<file path="config.mk">
export PLATFORM = sky130hd
export DESIGN_NAME = circle_octant_rasterizer
export DESIGN_NICKNAME = d
export VERILOG_FILES = /design/src/hw/rtl/cor_pkg.sv /design/src/hw/rtl/cor_cell_index.sv /design/src/hw/rtl/circle_octant_rasterizer.sv
export SDC_FILE = /design/constraint.sdc
export NUM_CORES = 2
export LEC_CHECK = 0
export ABC_AREA = 1
export BUFFER_PORTS_ARGS = -buffer_cell sky130_fd_sc_hd__buf_2
export CORE_ASPECT_RATIO = 0.8
export CORE_MARGIN = 5
export CORE_UTILIZATION = 55
export DETAILED_ROUTE_END_ITERATION = 10
export GPL_ROUTABILITY_DRIVEN = 1
export GPL_TIMING_DRIVEN = 1
export PLACE_DENSITY = 0.87
export SLEW_MARGIN = 20
export SYNTH_ARGS = -nofsm -noshare
export SYNTH_HDL_FRONTEND = slang
export SYNTH_SLANG_ARGS = --single-unit
export TNS_END_PERCENT = 50
</file>
<file path="constraint.sdc">
create_clock -name clk -period 9.7 [get_ports clk]
set_input_delay 1.94 -clock clk [delete_from_list [all_inputs] [get_ports clk]]
set_output_delay 1.94 -clock clk [all_outputs]
set_load 0.02 [all_outputs]
</file>
<file path="src/hw/rtl/cor_pkg.sv">
// Shared types and constants of the circle octant rasterizer.
// Used by cor_cell_index and circle_octant_rasterizer; depends on nothing.
package cor_pkg;

	// Field widths
	localparam int COORD_W  = 12;
	localparam int RADIUS_W = 10;
	localparam int DIM_W    = 10;
	localparam int GLYPH_W  = 8;
	localparam int COLOR_W  = 24;
	localparam int INDEX_W  = 20;
	localparam int STEPX_W  = 11;
	localparam int DEC_W    = 24;
	// Mirrored cell position before the index is formed
	localparam int POS_W    = 14;
	// Signed linear index before the bounds check
	localparam int LIN_W    = 26;

	localparam int IN_TDATA_W  = 96;
	localparam int OUT_TDATA_W = 80;

	// Command codes carried in the slave tuser
	localparam logic CMD_START = 1'b0;
	localparam logic CMD_STEP  = 1'b1;

	// Configuration register indices
	localparam logic REG_SCREEN_WIDTH  = 1'b0;
	localparam logic REG_SCREEN_HEIGHT = 1'b1;

	localparam logic [DIM_W-1:0]   WIDTH_RESET  = DIM_W'(80);
	localparam logic [DIM_W-1:0]   HEIGHT_RESET = DIM_W'(25);
	localparam logic [INDEX_W-1:0] LIMIT_RESET  = INDEX_W'(80 * 25);

	// Attributes that travel with one cell request down the index pipeline
	typedef struct packed {
		logic [GLYPH_W-1:0] glyph;
		logic [COLOR_W-1:0] fg;
		logic [COLOR_W-1:0] bg;
		logic               last;
		logic               done;
		logic               dead;
	} cor_attr_t;

endpackage

</file>
<file path="src/hw/rtl/cor_cell_index.sv">
// Cell index pipeline: registers a mirrored cell position, forms the linear
// index and checks it against the screen, ending in the output register. Uses cor_pkg.
module cor_cell_index (
	input  logic                              clk,
	input  logic                              arst_n,
	input  logic                              in_valid,
	input  logic signed [cor_pkg::POS_W-1:0]  col,
	input  logic signed [cor_pkg::POS_W-1:0]  row,
	input  cor_pkg::cor_attr_t                attr,
	input  logic [cor_pkg::DIM_W-1:0]         screen_width,
	input  logic [cor_pkg::INDEX_W-1:0]       cell_limit,
	output logic                              adv,
	input  logic                              out_ready,
	output logic                              out_valid,
	output logic [cor_pkg::INDEX_W-1:0]       cell_index,
	output logic                              write_enable,
	output cor_pkg::cor_attr_t                out_attr
);
	import cor_pkg::*;

	logic                    valid_s1, valid_s2, out_valid_q;
	logic signed [POS_W-1:0] col_s1, row_s1;
	cor_attr_t               attr_s1, attr_s2, attr_q;
	logic [LIN_W-1:0]        lin_s2;
	logic [LIN_W-1:0]        row_ext, col_ext, width_ext, lin_next;
	logic                    in_screen;
	logic [INDEX_W-1:0]      index_q;
	logic                    we_q;

	// The whole pipeline moves whenever the output register can take a request.
	assign adv = !out_valid_q || out_ready;

	// Row times stride plus column, modulo 2^LIN_W; the true value always fits.
	assign row_ext   = {{(LIN_W-POS_W){row_s1[POS_W-1]}}, row_s1};
	assign col_ext   = {{(LIN_W-POS_W){col_s1[POS_W-1]}}, col_s1};
	assign width_ext = {{(LIN_W-DIM_W){1'b0}}, screen_width};
	assign lin_next  = LIN_W'(row_ext * width_ext) + col_ext;

	// Inside the screen when non-negative, not dead and below width times height.
	assign in_screen = !lin_s2[LIN_W-1] && !attr_s2.dead &&
		(lin_s2[LIN_W-2:0] < {{(LIN_W-1-INDEX_W){1'b0}}, cell_limit});

	// Valid bits of the stages
	always_ff @(posedge clk or negedge arst_n) begin
		if (!arst_n) begin
			valid_s1    <= 1'b0;
			valid_s2    <= 1'b0;
			out_valid_q <= 1'b0;
		end else if (adv) begin
			valid_s1    <= in_valid;
			valid_s2    <= valid_s1;
			out_valid_q <= valid_s2;
		end
	end

	// Payload of the stages
	always_ff @(posedge clk) begin
		if (adv) begin
			col_s1  <= col;
			row_s1  <= row;
			attr_s1 <= attr;
			lin_s2  <= lin_next;
			attr_s2 <= attr_s1;
			index_q <= in_screen ? lin_s2[INDEX_W-1:0] : '0;
			we_q    <= in_screen;
			attr_q  <= attr_s2;
		end
	end

	assign out_valid    = out_valid_q;
	assign cell_index   = index_q;
	assign write_enable = we_q;
	assign out_attr     = attr_q;

endmodule

</file>
<file path="src/hw/rtl/circle_octant_rasterizer.sv">
// Top level of the circle octant rasterizer: command decode, circle state,
// eight-way cell sequencer and configuration. Uses cor_pkg and cor_cell_index.
//
// Usage:
// Commands arrive on the s_axis channel; tuser selects start (0) or step (1).
// A start latches centre, radius, glyph and colours and produces no output.
// Each step produces eight cell requests on m_axis, one per cycle unless m_axis
// stalls, the eighth with tlast; tuser carries the done flag, set on all eight
// requests of the step that ends the circle. A step with no circle in progress
// produces one empty request with tlast and done set.
// The circle decision is kept as a running error term, so a step updates the
// state in the cycle it is accepted. The sequencer takes a step only as it emits
// the last cell of the one before (one cell for a step with no circle); a start
// also waits for it to reach its last cell. A step's first request passes the
// snapshot, the registered position, the index multiply and the bounds check. When
// m_axis stalls, the whole index pipeline holds and s_axis_tready drops once the
// sequencer has a step waiting. Reset clears the circle state and sets the screen
// to 80 by 25. The user must write registers on cfg_wr_en only while idle: unchecked.
module circle_octant_rasterizer (
	input  logic                                clk,
	input  logic                                arst_n,
	// center_x[11:0], center_y[23:12], radius[33:24], glyph[41:34],
	// fg_color[65:42], bg_color[89:66], zero fill
	input  logic [cor_pkg::IN_TDATA_W-1:0]      s_axis_tdata,
	// command[0]
	input  logic                                s_axis_tuser,
	input  logic                                s_axis_tvalid,
	output logic                                s_axis_tready,
	// cell_index[19:0], write_enable[20], out_glyph[28:21], out_fg[52:29],
	// out_bg[76:53], zero fill
	output logic [cor_pkg::OUT_TDATA_W-1:0]     m_axis_tdata,
	// done_res[0]
	output logic                                m_axis_tuser,
	output logic                                m_axis_tlast,
	output logic                                m_axis_tvalid,
	input  logic                                m_axis_tready,
	input  logic                                cfg_wr_en,
	input  logic                                cfg_index,
	input  logic [cor_pkg::DIM_W-1:0]           cfg_wdata
);
	import cor_pkg::*;

	// Unpacked input fields
	logic signed [COORD_W-1:0] in_cx, in_cy;
	logic [RADIUS_W-1:0]       in_radius;
	logic [GLYPH_W-1:0]        in_glyph;
	logic [COLOR_W-1:0]        in_fg, in_bg;

	// Configuration
	logic [DIM_W-1:0]   width_q, height_q;
	logic [INDEX_W-1:0] limit_q;

	// Circle state
	logic                      busy_q;
	logic [STEPX_W-1:0]        step_x_q;
	logic signed [COORD_W-1:0] step_y_q;
	logic signed [DEC_W-1:0]   dec_q;
	logic signed [COORD_W-1:0] cx_q, cy_q;
	logic [GLYPH_W-1:0]        glyph_q;
	logic [COLOR_W-1:0]        fg_q, bg_q;

	// Sequencer snapshot of one step
	logic                      snap_valid_q;
	logic [2:0]                cnt_q;
	logic                      snap_dead_q, snap_fin_q;
	logic signed [COORD_W-1:0] snap_x_q, snap_y_q, snap_cx_q, snap_cy_q;
	logic [GLYPH_W-1:0]        snap_glyph_q;
	logic [COLOR_W-1:0]        snap_fg_q, snap_bg_q;

	logic                      accept, take_step, adv, emit, snap_last;
	logic signed [COORD_W-1:0] x_ext, x_inc, y_dec;
	logic                      fin;
	logic signed [COORD_W-1:0] off_a, off_b;
	logic signed [POS_W-1:0]   col, row, off_col, off_row;
	cor_attr_t                 attr, out_attr;
	logic [INDEX_W-1:0]        cell_index;
	logic                      write_enable;

	assign in_cx     = s_axis_tdata[11:0];
	assign in_cy     = s_axis_tdata[23:12];
	assign in_radius = s_axis_tdata[33:24];
	assign in_glyph  = s_axis_tdata[41:34];
	assign in_fg     = s_axis_tdata[65:42];
	assign in_bg     = s_axis_tdata[89:66];

	// Screen size registers; width times height is kept ready for the bounds check.
	always_ff @(posedge clk or negedge arst_n) begin
		if (!arst_n) begin
			width_q  <= WIDTH_RESET;
			height_q <= HEIGHT_RESET;
			limit_q  <= LIMIT_RESET;
		end else if (cfg_wr_en) begin
			unique case (cfg_index)
				REG_SCREEN_WIDTH: begin
					width_q <= cfg_wdata;
					limit_q <= INDEX_W'(cfg_wdata) * INDEX_W'(height_q);
				end
				REG_SCREEN_HEIGHT: begin
					height_q <= cfg_wdata;
					limit_q  <= INDEX_W'(width_q) * INDEX_W'(cfg_wdata);
				end
				default: ;
			endcase
		end
	end

	// Handshake: a new request enters once the sequencer is free or emits its last cell.
	assign snap_last     = snap_dead_q || (cnt_q == 3'd7);
	assign emit          = snap_valid_q && adv;
	assign s_axis_tready = !snap_valid_q || (adv && snap_last);
	assign accept        = s_axis_tvalid && s_axis_tready;
	assign take_step     = accept && (s_axis_tuser == CMD_STEP);

	// Next position: the error term says whether x advances or y retreats.
	assign x_ext = {1'b0, step_x_q};
	assign x_inc = x_ext + COORD_W'(1);
	assign y_dec = step_y_q - COORD_W'(1);
	assign fin   = dec_q[DEC_W-1] ? (x_inc >= step_y_q) : y_dec[COORD_W-1];

	// Circle state. The error term is x^2 + (y-1)^2 - r^2.
	always_ff @(posedge clk or negedge arst_n) begin
		if (!arst_n) begin
			busy_q   <= 1'b0;
			step_x_q <= '0;
			step_y_q <= '0;
			dec_q    <= '0;
			cx_q     <= '0;
			cy_q     <= '0;
			glyph_q  <= '0;
			fg_q     <= '0;
			bg_q     <= '0;
		end else if (accept) begin
			if (s_axis_tuser == CMD_START) begin
				busy_q   <= (in_radius != '0);
				step_x_q <= '0;
				step_y_q <= COORD_W'(in_radius);
				dec_q    <= DEC_W'(1) - DEC_W'({in_radius, 1'b0});
				cx_q     <= in_cx;
				cy_q     <= in_cy;
				glyph_q  <= in_glyph;
				fg_q     <= in_fg;
				bg_q     <= in_bg;
			end else if (busy_q) begin
				if (fin) begin
					busy_q <= 1'b0;
				end
				if (dec_q[DEC_W-1]) begin
					step_x_q <= x_inc[STEPX_W-1:0];
					dec_q    <= dec_q + DEC_W'({x_ext, 1'b0}) + DEC_W'(1);
				end else begin
					step_y_q <= y_dec;
					dec_q    <= dec_q + DEC_W'(3)
						- DEC_W'({{(DEC_W-COORD_W-1){step_y_q[COORD_W-1]}}, step_y_q, 1'b0});
				end
			end
		end
	end

	// Sequencer control
	always_ff @(posedge clk or negedge arst_n) begin
		if (!arst_n) begin
			snap_valid_q <= 1'b0;
			cnt_q        <= '0;
		end else if (take_step) begin
			snap_valid_q <= 1'b1;
			cnt_q        <= '0;
		end else if (emit) begin
			if (snap_last) begin
				snap_valid_q <= 1'b0;
			end
			cnt_q <= cnt_q + 3'd1;
		end
	end

	// Sequencer snapshot; a step with no circle becomes one empty request.
	always_ff @(posedge clk) begin
		if (take_step) begin
			snap_dead_q  <= !busy_q;
			snap_fin_q   <= !busy_q || fin;
			snap_x_q     <= x_ext;
			snap_y_q     <= step_y_q;
			snap_cx_q    <= cx_q;
			snap_cy_q    <= cy_q;
			snap_glyph_q <= busy_q ? glyph_q : '0;
			snap_fg_q    <= busy_q ? fg_q : '0;
			snap_bg_q    <= busy_q ? bg_q : '0;
		end
	end

	// Mirror selection: bit 2 swaps the axes, bit 1 negates the column offset,
	// bit 0 negates the row offset. Column offsets are doubled for cell aspect.
	assign off_a   = cnt_q[2] ? snap_y_q : snap_x_q;
	assign off_b   = cnt_q[2] ? snap_x_q : snap_y_q;
	assign off_col = {off_a[COORD_W-1], off_a, 1'b0};
	assign off_row = POS_W'(off_b);
	assign col = cnt_q[1] ? (POS_W'(snap_cx_q) - off_col) : (POS_W'(snap_cx_q) + off_col);
	assign row = cnt_q[0] ? (POS_W'(snap_cy_q) - off_row) : (POS_W'(snap_cy_q) + off_row);

	assign attr.glyph = snap_glyph_q;
	assign attr.fg    = snap_fg_q;
	assign attr.bg    = snap_bg_q;
	assign attr.last  = snap_last;
	assign attr.done  = snap_fin_q;
	assign attr.dead  = snap_dead_q;

	cor_cell_index u_cell_index (
		.clk          (clk),
		.arst_n       (arst_n),
		.in_valid     (snap_valid_q),
		.col          (col),
		.row          (row),
		.attr         (attr),
		.screen_width (width_q),
		.cell_limit   (limit_q),
		.adv          (adv),
		.out_ready    (m_axis_tready),
		.out_valid    (m_axis_tvalid),
		.cell_index   (cell_index),
		.write_enable (write_enable),
		.out_attr     (out_attr)
	);

	// Pack the result request
	assign m_axis_tdata = {3'b000, out_attr.bg, out_attr.fg, out_attr.glyph,
		write_enable, cell_index};
	assign m_axis_tuser = out_attr.done;
	assign m_axis_tlast = out_attr.last;

endmodule

</file>
==> results.toml <==
[layout]
fin_nets = 5060
syn2layout_area_growth_pct = 9.30
postLayoutCoreUtil_pct = 60.9
fill_cells = 5428
drive_gt1_share_pct = 9.42

[route]
wl_um = 94300
via_per_inst = 5.46
drc = 0
wl_per_cell_um = 17.6
via_count = 29300
ant_nets = 0
drtIter0Drc = 2919
first_pass_iters = 8

[synthesis]
synth_top_area_cell = "edfxtp_1"
synth-simple-area-share_pct = 15.9
ys_seq_elements = 530
synth_top_area_share_pct = 27.7
yosysMostFrequentCell = "nand2_1"
synth_compound_area_share_pct = 6.60
synthAdderAreaFrac_pct = 23.3
synth_cells = 4237
ys_seq_area_share_pct = 39.1
synth_area_mm2 = 0.0385
synth_mux_area_share_pct = 2.37
synthTopCellsByCount = "1,028 x nand2_1, 892 x inv_1, 355 x edfxtp_1"
synth_area_leaders = "edfxtp_1 28%, fa_1 13%, dfrtp_1 11%"
synthDistinctLibCells = 67
postSynthAreaPerCell_um2 = 9.08
synth_top_flop_cell = "edfxtp_1"
ys_warn_count = 0
synth_top_family_by_area = "adder cells"
synth-xor-area-share_pct = 2.57
synth_edf_count = 355
async_flop_share_pct = 33.0

[setup_path]
crit_top_cell = "fa_1"
critical_path.max_fanout = 24
crit_chain = "nand2_1 -> fa_1 -> inv_1 -> fa_1 -> fa_1 -> fa_1 -> inv_1 -> fa_1 -> inv_1 -> ha_1 -> a21oi_1 -> o21ai_0 -> or2_2 -> a21oi_1 -> o21bai_1 -> xor2_1 -> ha_1 -> a21oi_1 -> o21ai_0 -> a221oi_1 -> nand3_1 -> xor2_1"
critPathSlowestCell = "dfrtp_1"
critPathMaxStageDelay_ns = 0.97
worstPathArrival_ns = 7.45
r2r_start = "width_q[2]"
r2r-end = "u_cell_index.lin_s2[22]"
cp-start-kind = "register"
crit_path_end_kind = "register"
worst-setup-path-type = "register to register"
r2r_slack_ns = 2.61
cp-startpoint = "width_q[2]"
required_ns = 10.06
endpoint = "u_cell_index.lin_s2[22]"
reg2reg_depth = 22

[sta]
drv_slew = 0
tns_ns = 0
finalClockSkew_ns = 0.0548
finalSetupViolations = 0
worst_pin_slew_ns = 1.04
hold_violations = 0
min_period_ns = 7.09
fin_crit_sh_pct = 73.1
slew_headroom_pct = 30.5
holdWs_ns = 0.418
clock.fmax_ghz = 0.141
rsz0062_at_grt = "false"

[job]
drv_cap = 0

[placed_design]
portBuffers = 187
routabilityCongestion = 0.922
dp_hpwl_um = 69800

[global_route]
track_usage_pct = 24.7
grt_pass1_vias = 29300
grt_overflow = 0
grt_max_degree = 115
antenna_found_initial = 9
grt_pass1_wl_um = 152000

[status]
status = "complete, no violations"

[floorplanning]
die_y_um = 247
row_count = 86
core-area_mm2 = 0.0691
initial_core_util_pct = 55.7
die-area_mm2 = 0.0754
die_w_um = 306
ios = 197

[clocking]
clock-sinks = 530
root_buffer = "clkbuf_16"
clk_latency_ns = 0.64
clkTransAtPathRegs_ns = 0.06
numCtsBuffers = 52
postCtsHoldBufs = 0
clk_path_buf_depth = 3
postCtsSetupRepairBufs = 0
cts_resized = 0
cts_tree = "done"
cts_htree_levels = 2

[min_path]
hold_start = "snap_glyph_q[5]"
hold_path_class = "register to register"
[routing by layer]
layer	up-vias	GRT usage (%)	part of all wire, %
met4	0	8.26	3.5
met2	1354	40.7	47
li1	13700	-	-
met5	-	0	0
met3	238	4.12	8.3
met1	14000	33.9	41
[registers in the layout, indices dropped and copies added (netlist names), 10 cells and up]
name and flops:
u_cell_index.col_s1 14, width_q 10, snap_cy_q 12, limit_q 20, dec_q 24, snap_cx_q 12, u_cell_index.row_s1 13, snap_fg_q 24
fg_q 24, u_cell_index.lin_s2 26, snap_bg_q 24, step_x_q 11, cx_q 12, u_cell_index.out_attr 58, step_y_q 12, u_cell_index.cell_index 20
bg_q 24, cy_q 12, snap_y_q 12, u_cell_index.attr_s2 59, height_q 10, snap_x_q 11, u_cell_index.attr_s1 59
[metrics by stage]
| step | worst slack, ns | instance area (µm²) | cells |
|---|---|---|---|
| after floorplan | 0.316 | 38500 | 4239 |
| after global placement | 2.83 | 40200 | 5253 |
| after detailed placement | 2.72 | 40200 | 5253 |
| after CTS | 2.67 | 42000 | 5351 |
| after global routing | 2.11 | 42000 | 5360 |
| final | 2.61 | 42000 | 5361 |
[worst max-delay path, delay by kind of cell, from the launching register on]
kind                       cells  cell delay [ns]
AOI/OAI and AO/OA              7             1.37
xor gates and xnor gates       2             0.42
adders and majority gates      7             3.22
buffers and inverters          3             0.15
DFF                            1             0.97
and+or+nand+nor                3             0.68
[cell usage in the layout, fill, tap and decap left out, types with 13 or more instances in the layout]
cell / count
xor2_1: 83
inv_1: 892
mux2_2: 72
o21ai_0: 128
clkbuf_1: 16
nand4_1: 22
nand3_1: 179
dfrtp_1: 163
buf_2: 186
nor3_1: 32
xnor2_1: 30
nand2_1: 1028
o21bai_1: 13
a21o_1: 18
a21oi_1: 168
a31oi_1: 17
buf_4: 19
ha_1: 311
o21ai_1: 13
edfxtp_1: 355
fa_1: 253
nor2_1: 192
clkbuf_16: 52
[area by class of cell]
cell class | count | area, µm² | share of cell area [%]
Multi-Input combinational cell | 2696 | 19600 | 46.5
Sequential cell | 530 | 15100 | 35.8
Inverter | 897 | 3370 | 8.02
Clock buffer | 73 | 1430 | 3.40
Tap cell | 924 | 1160 | 2.75
Timing Repair Buffer | 206 | 1090 | 2.59
Clock inverter | 25 | 364 | 0.866
Antenna cell | 10 | 25.0 | 0.0595
[worst min-delay path by stage]
stage / end / slack [ns] / cells past startpoint
after global placement: u_cell_index.attr_s2[24] / 0.40 / 0
final: u_cell_index.attr_s1[56] / 0.42 / 0
after detailed placement: u_cell_index.attr_s1[43] / 0.40 / 0
after global routing: u_cell_index.out_attr[33] / 0.42 / 0
after CTS: u_cell_index.out_attr[6] / 0.42 / 0
after floorplan: u_cell_index.attr_s1[10] / 0.40 / 0
[logic make-up (layout without fill, tap and decap cells)]
group | after synthesis | after routing
fa+ha+maj | 564 | 564
flops | 530 | 530
simple gates | 1501 | 1501
compound gates | 434 | 434
xor+xnor | 113 | 113
other cells | 1 | 13
mux | 81 | 81
buf+inv | 1013 | 1201
Power is not shown: default switching activity piles up to over one toggle a cycle in this logic, so the estimate is an artifact.
